[src/design/spoq_pkg.sv]
// shared types, sizes and codes for the stable priority ordered queue
// no dependencies
package spoq_pkg;

    localparam int DEPTH         = 16;
    localparam int HANDLE_BITS   = 8;
    localparam int PRIORITY_BITS = 16;
    localparam int CNT_BITS      = $clog2(DEPTH + 1);

    localparam logic [2:0] CMD_SORT_ADD   = 3'd0;
    localparam logic [2:0] CMD_ADD_HEAD   = 3'd1;
    localparam logic [2:0] CMD_ADD_TAIL   = 3'd2;
    localparam logic [2:0] CMD_REM_HEAD   = 3'd3;
    localparam logic [2:0] CMD_REM_TAIL   = 3'd4;
    localparam logic [2:0] CMD_REM_HANDLE = 3'd5;

    localparam logic [2:0] ST_OK        = 3'd0;
    localparam logic [2:0] ST_EMPTY     = 3'd1;
    localparam logic [2:0] ST_FULL      = 3'd2;
    localparam logic [2:0] ST_NOT_FOUND = 3'd3;
    localparam logic [2:0] ST_PRESENT   = 3'd4;

    typedef struct packed {
        logic [2:0]                      command;
        logic [HANDLE_BITS-1:0]          node_handle;
        logic signed [PRIORITY_BITS-1:0] node_priority;
    } t_cmd;

    typedef struct packed {
        logic [HANDLE_BITS-1:0]          result_handle;
        logic signed [PRIORITY_BITS-1:0] result_priority;
        logic [2:0]                      status;
        logic [CNT_BITS-1:0]             entry_count;
    } t_result;

    typedef struct packed {
        logic                            valid;
        logic [HANDLE_BITS-1:0]          handle;
        logic signed [PRIORITY_BITS-1:0] prio;
    } t_entry;

    typedef struct packed {
        t_cmd cmd;
        logic ins;
        logic rem;
    } t_cell_ctl;

endpackage

[src/design/stable_priority_ordered_queue.sv]
// top level: command sequencing, status and a row of spoq_cell positions
// uses spoq_pkg and spoq_cell
//
//  port       dir  kind      meaning
//  i_cmd      in   command   beat taken when start is high and busy is low
//  o_result   out  result    beat valid for the one cycle o_done is high
//
// a command runs in two phases: the first flags the cells, the second picks
// the position through the prefix chain of the cell row and shifts; busy is
// high in the first phase only, so a new command can be taken in the second.
// synchronous reset empties the list. results cannot be stalled.
module stable_priority_ordered_queue import spoq_pkg::*; (
    input  logic    i_clk,
    input  logic    i_rst_n,
    input  logic    start,
    input  t_cmd    i_cmd,
    output logic    busy,
    output logic    o_done,
    output t_result o_result
);

    logic                r_ph1;
    logic                r_ph2;
    t_cmd                r_cmd;
    logic [CNT_BITS-1:0] r_count;
    logic [CNT_BITS-1:0] n_count;

    t_cell_ctl           w_ctl;
    t_entry              w_entry [DEPTH];
    t_entry              w_sel   [DEPTH];
    logic [DEPTH:0]      w_pre;
    logic [DEPTH-1:0]    w_hit;
    t_entry              w_pick;
    logic                hit_any;
    logic                is_ins;
    logic [2:0]          n_status;
    logic [HANDLE_BITS-1:0]          n_handle;
    logic signed [PRIORITY_BITS-1:0] n_prio;

    assign busy     = r_ph1;
    assign w_pre[0] = 1'b0;

    genvar g;
    generate
        for (g = 0; g < DEPTH; g++) begin : g_cell
            t_entry left_e;
            t_entry right_e;
            if (g == 0) begin : g_first
                assign left_e = '0;
            end else begin : g_mid_l
                assign left_e = w_entry[g-1];
            end
            if (g == DEPTH - 1) begin : g_last
                assign right_e = '0;
            end else begin : g_mid_r
                assign right_e = w_entry[g+1];
            end
            spoq_cell u_cell (
                .i_clk   (i_clk),
                .i_rst_n (i_rst_n),
                .i_ctl   (w_ctl),
                .i_left  (left_e),
                .i_right (right_e),
                .i_pre   (w_pre[g]),
                .o_entry (w_entry[g]),
                .o_pre   (w_pre[g+1]),
                .o_hit   (w_hit[g]),
                .o_sel   (w_sel[g])
            );
        end
    endgenerate

    always_comb begin
        w_pick = '0;
        for (int k = 0; k < DEPTH; k++) begin
            w_pick = w_pick | w_sel[k];
        end
    end

    assign hit_any = |w_hit;
    assign is_ins  = (r_cmd.command == CMD_SORT_ADD) || (r_cmd.command == CMD_ADD_HEAD) ||
                     (r_cmd.command == CMD_ADD_TAIL);

    always_comb begin
        w_ctl     = '0;
        w_ctl.cmd = r_cmd;
        n_status  = ST_OK;
        n_handle  = '0;
        n_prio    = '0;
        n_count   = r_count;
        if (is_ins) begin
            if (hit_any) begin
                n_status = ST_PRESENT;
            end else if (r_count == CNT_BITS'(DEPTH)) begin
                n_status = ST_FULL;
            end else begin
                w_ctl.ins = r_ph2;
                n_handle  = r_cmd.node_handle;
                n_prio    = r_cmd.node_priority;
                n_count   = r_count + CNT_BITS'(1);
            end
        end else if ((r_cmd.command == CMD_REM_HEAD) || (r_cmd.command == CMD_REM_TAIL)) begin
            if (r_count == '0) begin
                n_status = ST_EMPTY;
            end else begin
                w_ctl.rem = r_ph2;
                n_handle  = w_pick.handle;
                n_prio    = w_pick.prio;
                n_count   = r_count - CNT_BITS'(1);
            end
        end else if (r_cmd.command == CMD_REM_HANDLE) begin
            if (!hit_any) begin
                n_status = ST_NOT_FOUND;
            end else begin
                w_ctl.rem = r_ph2;
                n_handle  = w_pick.handle;
                n_prio    = w_pick.prio;
                n_count   = r_count - CNT_BITS'(1);
            end
        end
    end

    always_ff @(posedge i_clk) begin
        if (start && !busy) begin
            r_cmd <= i_cmd;
        end
        if (r_ph2) begin
            o_result.result_handle   <= n_handle;
            o_result.result_priority <= n_prio;
            o_result.status          <= n_status;
            o_result.entry_count     <= n_count;
        end
    end

    always_ff @(posedge i_clk) begin
        if (!i_rst_n) begin
            r_ph1   <= 1'b0;
            r_ph2   <= 1'b0;
            r_count <= '0;
            o_done  <= 1'b0;
        end else begin
            r_ph1  <= start && !busy;
            r_ph2  <= r_ph1;
            o_done <= r_ph2;
            if (r_ph2) begin
                r_count <= n_count;
            end
        end
    end

endmodule

[src/design/spoq_cell.sv]
// one list position: holds an entry, flags itself for the current command
// and shifts toward its left or right neighbor; uses spoq_pkg
module spoq_cell import spoq_pkg::*; (
    input  logic      i_clk,
    input  logic      i_rst_n,
    input  t_cell_ctl i_ctl,
    input  t_entry    i_left,
    input  t_entry    i_right,
    input  logic      i_pre,
    output t_entry    o_entry,
    output logic      o_pre,
    output logic      o_hit,
    output t_entry    o_sel
);

    t_entry r_entry;
    logic   r_mark;
    logic   r_hit;
    logic   n_mark;
    logic   n_hit;

    always_comb begin
        n_hit = r_entry.valid && (r_entry.handle == i_ctl.cmd.node_handle);
        unique case (i_ctl.cmd.command)
            CMD_SORT_ADD:   n_mark = !r_entry.valid ||
                                     ($signed(i_ctl.cmd.node_priority) < $signed(r_entry.prio));
            CMD_ADD_HEAD:   n_mark = 1'b1;
            CMD_ADD_TAIL:   n_mark = !r_entry.valid;
            CMD_REM_HEAD:   n_mark = 1'b1;
            CMD_REM_TAIL:   n_mark = r_entry.valid && !i_right.valid;
            CMD_REM_HANDLE: n_mark = n_hit;
            default:        n_mark = 1'b0;
        endcase
    end

    always_ff @(posedge i_clk) begin
        r_mark <= n_mark;
        r_hit  <= n_hit;
    end

    // cells at or past the chosen position move one place
    always_ff @(posedge i_clk) begin
        if (!i_rst_n) begin
            r_entry.valid <= 1'b0;
        end else if (i_ctl.ins) begin
            if (i_pre) begin
                r_entry <= i_left;
            end else if (r_mark) begin
                r_entry <= {1'b1, i_ctl.cmd.node_handle, i_ctl.cmd.node_priority};
            end
        end else if (i_ctl.rem && o_pre) begin
            r_entry <= i_right;
        end
    end

    assign o_entry = r_entry;
    assign o_pre   = i_pre | r_mark;
    assign o_hit   = r_hit;
    assign o_sel   = (r_mark && !i_pre) ? r_entry : '0;

endmodule

[config.mk]
export PLATFORM = sky130hd
export DESIGN_NAME = stable_priority_ordered_queue
export DESIGN_NICKNAME = d
export VERILOG_FILES = /design/src/design/spoq_pkg.sv /design/src/design/stable_priority_ordered_queue.sv /design/src/design/spoq_cell.sv
export SDC_FILE = /design/constraint.sdc
export NUM_CORES = 2
export LEC_CHECK = 0
export ABC_AREA = 1
export ABC_CLOCK_PERIOD_IN_PS = 11070
export BUFFER_PORTS_ARGS = -buffer_cell sky130_fd_sc_hd__buf_2
export CORE_MARGIN = 2
export CORE_UTILIZATION = 38
export CTS_CLUSTER_DIAMETER = 80
export DETAILED_ROUTE_END_ITERATION = 10
export GPL_ROUTABILITY_DRIVEN = 0
export HOLD_SLACK_MARGIN = 0.06
export PLACE_DENSITY = 0.5
export SYNTH_ARGS = -nofsm -noshare
export SYNTH_HDL_FRONTEND = slang
export SYNTH_SLANG_ARGS = --single-unit
[constraint.sdc]
create_clock -name i_clk -period 11.07 [get_ports i_clk]
set_input_delay 1.107 -clock i_clk [delete_from_list [all_inputs] [get_ports i_clk]]
set_output_delay 1.107 -clock i_clk [all_outputs]
set_load 0.005 [all_outputs]
Yosys cells after proc, flatten, opt, wreduce, memory -nomap -nowiden
Cells that the tools add are included.
- input bits: 30
- word-level logic and storage cells: 474
- output and inout port bits: 34
- flip-flop bits (word level): 499
- add/subtract/negate cells: 2
- multiplexer cells: 131
- bitwise gates (word level): 30
- reduce and logical (&&, ||, !) cells: 166
- equal/unequal tests: 38
- order comparisons: 16
- operators by type and width (cell ; number):
    two-way mux 25 bit ; 63
    two-way mux 24 bit ; 16
    bitwise OR 24 bit ; 15
    < comparator 16 bit ; 16
    == test 8 bit ; 16
    two-way mux 16 bit ; 7
    one-hot mux 1 bit (5 select lines) ; 16
    logical AND 1 bit ; 63
    two-way mux 8 bit ; 7
    AND reduction 3 bit ; 16
    != test 3 x 1 -> 1 bit (second input constant) ; 14
    two-way mux 5 bit ; 7
    zero test 1 bit ; 32
    AND reduction 2 bit ; 16
    nonzero test 2 bit ; 16
    logical OR 1 bit ; 19
    OR reduction 16 bit ; 1
    bitwise OR 1 bit ; 15
    two-way mux 1 bit ; 9
    two-way mux 3 bit ; 3
    == test 3 x 2 -> 1 bit (second input constant) ; 2
    == test 3 bit (second input constant) ; 2
    two-way mux 2 bit ; 3
    adder 5 x 1 -> 5 bit (second input constant) ; 1
    8 further kinds ; 8

Longest topological paths before layout
- depth after elaboration: 22
- depth in mapped cells: 17
- depth with buffers taken out: 15

Cells and area by module
From an unflattened synthesis, not the netlist that was laid out.
- cell total of the unflattened synthesis: 5186
- area, all modules: 37551.0 µm²
- modules (own cells, without submodules) (module ; sequential area each (µm²) ; area an instance (µm²) ; cells an instance ; instances):
    spoq_cell (g_cell[0].u_cell ...) ; 780.7 ; 2125.8 ; 301 ; 9
    spoq_cell (g_cell[3].u_cell ...) ; 780.7 ; 2117.0 ; 299 ; 7
    stable_priority_ordered_queue ; 1931.9 ; 3599.7 ; 384 ; 1

Least setup slack after synthesis
Ideal clock, no wire load.
- path kind: reg-to-reg
- from: reg r_ph2
- to: reg g_cell[13].u_cell.r_entry (netlist bit g_cell[13].u_cell.o_entry[0]) (enable)
- cell stages (with the launch flop): 5
- setup time: 0.435 ns
- path buffers: 0
- required time: 10.635 ns
- period minus slack after synthesis: 4.194 ns
- arrival time: 3.759 ns
- slack: 6.876 ns
- cells stage by stage: dfxtp_1 clkinv_1 nor2_2 inv_1 nor3_1
- word-level cells in the longest chain between the ends: 7
- elaborated cells between the ends (all ways): 12
- classes of those cells: eq/ne: 1; mux: 8; reduce/logical: 3
- ends and longest elaborated chain (item ; line ; text):
    start: declaration ; stable_priority_ordered_queue.sv:23 ; logic r_ph2;
    start signal: assignment ; stable_priority_ordered_queue.sv:143 ; r_ph2 <= r_ph1;
    two-way mux 1 bit ; stable_priority_ordered_queue.sv:112 ; if (!hit_any) begin
    two-way mux 1 bit ; stable_priority_ordered_queue.sv:111 ; end else if (r_cmd.command == CMD_REM_HANDLE) begin
    two-way mux 1 bit ; stable_priority_ordered_queue.sv:102 ; end else if ((r_cmd.command == CMD_REM_HEAD) || (r_cmd.command == CMD_REM_TAIL)) begin
    two-way mux 1 bit ; stable_priority_ordered_queue.sv:91 ; if (is_ins) begin
    logical AND 1 bit ; spoq_cell.sv:51 ; end else if (i_ctl.rem && o_pre) begin
    nonzero test 2 bit (no source line) ; -- ;
    AND reduction 3 bit (no source line) * ; -- ;
    end signal: assignment ; spoq_cell.sv:47 ; r_entry <= i_left;
    end signal: assignment ; spoq_cell.sv:49 ; r_entry <= {1'b1, i_ctl.cmd.node_handle, i_ctl.cmd.node_priority};
    end signal: assignment ; spoq_cell.sv:52 ; r_entry <= i_right;
    end: declaration ; spoq_cell.sv:16 ; t_entry r_entry;
Every way passes the cells marked *; elsewhere a longest branch is shown, timed or not.
A chain may end at the register's enable or synchronous reset.

Worst setup path after layout
- from: reg g_cell[2].u_cell.r_mark
- to: reg o_result[13] (netlist bit) (data pin)
- word-level cells in the longest chain between the ends: 21
- elaborated cells between the ends (all ways): 73
- classes of those cells: mux: 19; bitwise: 27; reduce/logical: 27
- ends and longest elaborated chain (item ; line ; text):
    start: declaration ; spoq_cell.sv:17 ; logic r_mark;
    start signal: assignment ; spoq_cell.sv:37 ; r_mark <= n_mark;
    bitwise OR 1 bit ; spoq_cell.sv:57 ; assign o_pre = i_pre | r_mark;
    zero test 1 bit / bitwise OR 1 bit (equally long branches) ; spoq_cell.sv:59, spoq_cell.sv:57 ;
    logical AND 1 bit (tied with other cells) ; spoq_cell.sv:59 ; assign o_sel = (r_mark && !i_pre) ? r_entry : '0;
    two-way mux 24 bit (tied with other cells) ; spoq_cell.sv:59 ;
    bitwise OR 24 bit (tied with other cells) (11 in a row) ; stable_priority_ordered_queue.sv:76 ; w_pick = w_pick | w_sel[k];
    bitwise OR 24 bit / two-way mux 24 bit (equally long branches) ; stable_priority_ordered_queue.sv:76, spoq_cell.sv:59 ;
    bitwise OR 24 bit * ; stable_priority_ordered_queue.sv:76 ;
    two-way mux 16 bit ; stable_priority_ordered_queue.sv:112 ;
    two-way mux 16 bit ; stable_priority_ordered_queue.sv:111 ;
    two-way mux 16 bit * ; stable_priority_ordered_queue.sv:102 ;
    two-way mux 16 bit * ; stable_priority_ordered_queue.sv:91 ;
    via n_prio[5] ; stable_priority_ordered_queue.sv:38 ; logic signed [PRIORITY_BITS-1:0] n_prio;
    end: declaration ; stable_priority_ordered_queue.sv:19 ; output t_result o_result
The timed path passes the listed nets; every way through them passes the cells marked *.

==> key figures <==
Power and ir drop
  • Clock power share: 44.3%
  • Pint: 3.48 mW
  • Switching power: 1.32 mW
  • Seq pwr share: 44.2%
  • Worst vdd ir: 0.107 mV
  • Leak pwr: 14.6 nW
  • Comb power frac: 11.5%
  • Sw frac: 27.5%
  • Power density cells: 129 nW/um2

Critical path
  • Worst path most repeated cell: nand2_1
  • Worst R2R End: o_result[13]$_DFFE_PP_
  • Worst path slowest cell: nor2_4
  • Worst path required time: 11540 ps
  • Crit path capture: o_result[13]$_DFFE_PP_
  • CP peak stage delay: 930 ps
  • CP top delay family: simple AND/OR/NAND/NOR gates
  • Crit. End Element: register
  • Critical Path Fanout Max: 51
  • FF-to-FF Start: g_cell[2].u_cell.r_mark$_DFF_P_
  • Worst Path Arrival: 6290 ps
  • Crit path kind: register to register
  • CP Cell Sequence: inv_2 > nand4_4 > nor3_4 > nand4_4 > nor2_4 > nand3_4 > inv_2 > nand2_2 > nor2_4 > nand2_1 > nand3_1 > nand2_1 > nand2_1
  • Register-to-Register Path Depth: 13
  • Stages on worst setup path: 13
  • Worst setup path start: g_cell[2].u_cell.r_mark$_DFF_P_
  • Flop2flop setup slack: 5260 ps
  • Critical path launch point type: register
  • CP bufs+invs: 2

Route
  • TritonRoute pass-1 iters: 6
  • DRC: 0
  • DRT iter0 DRCs: 2841
  • Via Count: 30300
  • ANT nets after route: 0
  • WL final: 124000 um
  • Vias per std cell: 5.81
  • Wire per inst: 23.8 um

Floorplanning
  • Core ar.: 88100 um2
  • Die Wd: 302 um
  • Die Ht: 302 um
  • Rows: 109
  • Die footprint: 91000 um2
  • Starting Density: 38.2%
  • I/O Pins: 64

Cells and area
  • # fillers: 9055
  • Reg area: 14400 um2
  • Area of the multi-input gates: 16400 um2
  • Ratio of cells with drive above 1 in the final layout: 6.68%
  • Final non-filler cell area: 37100 um2
  • Area Growth Syn to Fin: 10.3%
  • Final nets: 4281
  • N_diodes: 0

Timing
  • Slew Viols, Final: 0
  • Setup TNS Final: 0 ps
  • Final period util: 52.5%
  • RSZ-0062 raised after global routing: false
  • Slew @ Worst Pin: 1260 ps
  • Min cycle time layout: 5810 ps
  • Max frequency: 172 MHz
  • Clock Skews: 23.6 ps
  • Final number of hold-violating endpoints: 0
  • Final setup fails: 0
  • Slew HR: 15.7%

Synth
  • Yosys reg bits: 499
  • Warnings, synthesis: 0
  • Seq/Total Area, Yosys: 42.9%
  • Synthesized area: 33700 um2
  • Area contributors post-synth: edfxtp_1 (40%), ha_1 (9.0%), nand2_1 (6.7%)
  • Synth cell types: 40
  • Syn nets: 4330
  • Count leader, synth: nand2_1
  • Mapped Cells: 4058
  • Post-Syn Area per Cell: 8.29 um2
  • Post-synth EDFFs: 443
  • Yosys top cell by area: edfxtp_1
  • Top_reg_cell synth: edfxtp_1
  • Post-synth top cells: nand2_1 (603), inv_1 (506), edfxtp_1 (443)
  • Ys async rst share: 0%
  • Yosys top cell area share: 39.5%

Global routing
  • Gr ovfl total: 0
  • Number of global-route vias before repair: 29100
  • Largest net degree at the start of global routing: 201
  • First-pass GRT wire length: 186000 um
  • Initial antenna violation count: 3
  • GRT Overall Usage: 27.0%

Min path
  • Worst hold path type: register to register

Clocking
  • CTS Buf Count: 67
  • CTS resizes: 0
  • Clk_lat worst skew: 600 ps
  • Htree depth: 3
  • CTS tree: yes
  • Max Buffers Root-to-Sink: 3
  • Clk slew on worst S/H paths: 60 ps
  • Post-CTS Repair Setup Buffers: 0
  • Root buffer cell: clkbuf_16
  • # hold bufs at CTS: 0
  • Sink Count: 499

Placed design
  • I/O Buffers: 63
  • DP HPWL: 89800 um
  • Placed cell areas: 35100 um2

Status
  • Status: finished, final reports clean

Job
  • Max-cap viol count: 0
[layout make-up]
| type | count | share of cell area (%) |
|---|---|---|
| Clock inverter | 20 | 0.394 |
| Timing Repair Buffer | 134 | 2.32 |
| Tap cell | 1165 | 3.93 |
| Multi-Input combinational cell | 2788 | 44.1 |
| Sequential cell | 499 | 38.9 |
| Inverter | 519 | 5.27 |
| Clock buffer | 97 | 5.18 |
[power by group through the flow]
stage / clock network (mW) / registers [mW] / logic (mW)
floorplan: 0 / 2.15 / 0.350
global placement: 0 / 2.16 / 0.546
detailed placement: 0 / 2.16 / 0.550
CTS: 2.17 / 2.12 / 0.553
global route: 2.23 / 2.13 / 0.614
finish: 2.13 / 2.12 / 0.553
[metrics by stage]
stage                     hold WS (ps)  power, mW  utilization [%]  setup slack (ps)  instances
final                              481       4.81             42.1              5260       5222
after global routing               508       4.97             42.1              4700       5222
after CTS                          484       4.84             42.1              5310       5222
after detailed placement           473       2.71             39.8              5330       5105
after global placement             464       2.71             39.8              5450       5105
after floorplan                    447       2.50                -              6880       4058
[layer usage]
layer	wire length (um)	GRT usage, %	share of wire [%]
met1	53300	35.2	43
met2	60600	46.3	49
met3	5860	2.95	4.7
met4	4460	9.15	3.6
met5	0	0	0
[logic make-up (layout without fill, tap and decap cells)]
| family | after synthesis | in the layout | share of synthesized area, % |
|---|---|---|---|
| and+or+nand+nor | 1415 | 1415 | 18.4 |
| AOI/OAI and AO/OA | 1084 | 1084 | 19.7 |
| buffers and inverters | 771 | 770 | 8.87 |
| DFF | 499 | 499 | 42.9 |
| adders and majority gates | 242 | 242 | 9.00 |
| xor gates and xnor gates | 47 | 47 | 1.22 |
[registers in the layout (all words and copies together), names as in the netlist]
signal                 flops
busy                       1
g_cell.u_cell.o_entry    400
g_cell.u_cell.o_hit       16
g_cell.u_cell.r_mark      16
o_done                     1
o_result                  32
r_cmd                     27
r_count                    5
r_ph2                      1
[worst reg2reg max path, stage by stage (launching register included)]
cell	delay, ps
dfxtp_1	310
inv_2	510
nand4_4	280
nor3_4	300
nand4_4	670
nor2_4	940
nand3_4	260
inv_2	480
nand2_2	700
nor2_4	880
nand2_1	130
nand3_1	120
nand2_1	50
nand2_1	70
[cells in the final DEF (no fill, tap or decap), types with 8 or more instances in the layout]
cell type / n
a221oi_1: 17
o31ai_1: 16
xnor2_1: 23
nand4_1: 82
inv_1: 505
buf_2: 63
o22ai_1: 36
ha_1: 242
a211oi_1: 23
nor2_1: 271
buf_4: 70
xor2_1: 24
nor3_1: 29
edfxtp_1: 443
nor2_4: 8
o21ai_0: 391
nor2_2: 17
o21ai_1: 24
a21oi_1: 242
a22oi_1: 59
nand3_1: 381
clkbuf_16: 71
o2111ai_1: 13
nand2_1: 601
dfxtp_1: 54
clkinv_1: 17
nor4_1: 11
clkbuf_1: 21
o221ai_1: 113
o211ai_1: 139
[how the worst min path moves through the flow]
stage | from | endpoint | slack (ps) | cells after the start
after detailed placement | r_count[0]$_SDFFE_PN0P_ | r_count[0]$_SDFFE_PN0P_ | 470 | 1
after floorplan | r_count[0]$_SDFFE_PN0P_ | r_count[0]$_SDFFE_PN0P_ | 450 | 1
after global placement | r_count[0]$_SDFFE_PN0P_ | r_count[0]$_SDFFE_PN0P_ | 460 | 1
after global routing | r_count[0]$_SDFFE_PN0P_ | r_count[0]$_SDFFE_PN0P_ | 510 | 1
after CTS | r_count[0]$_SDFFE_PN0P_ | r_count[0]$_SDFFE_PN0P_ | 480 | 1
final | r_count[0]$_SDFFE_PN0P_ | r_count[0]$_SDFFE_PN0P_ | 480 | 1
Power figures use the tool's default switching activity.
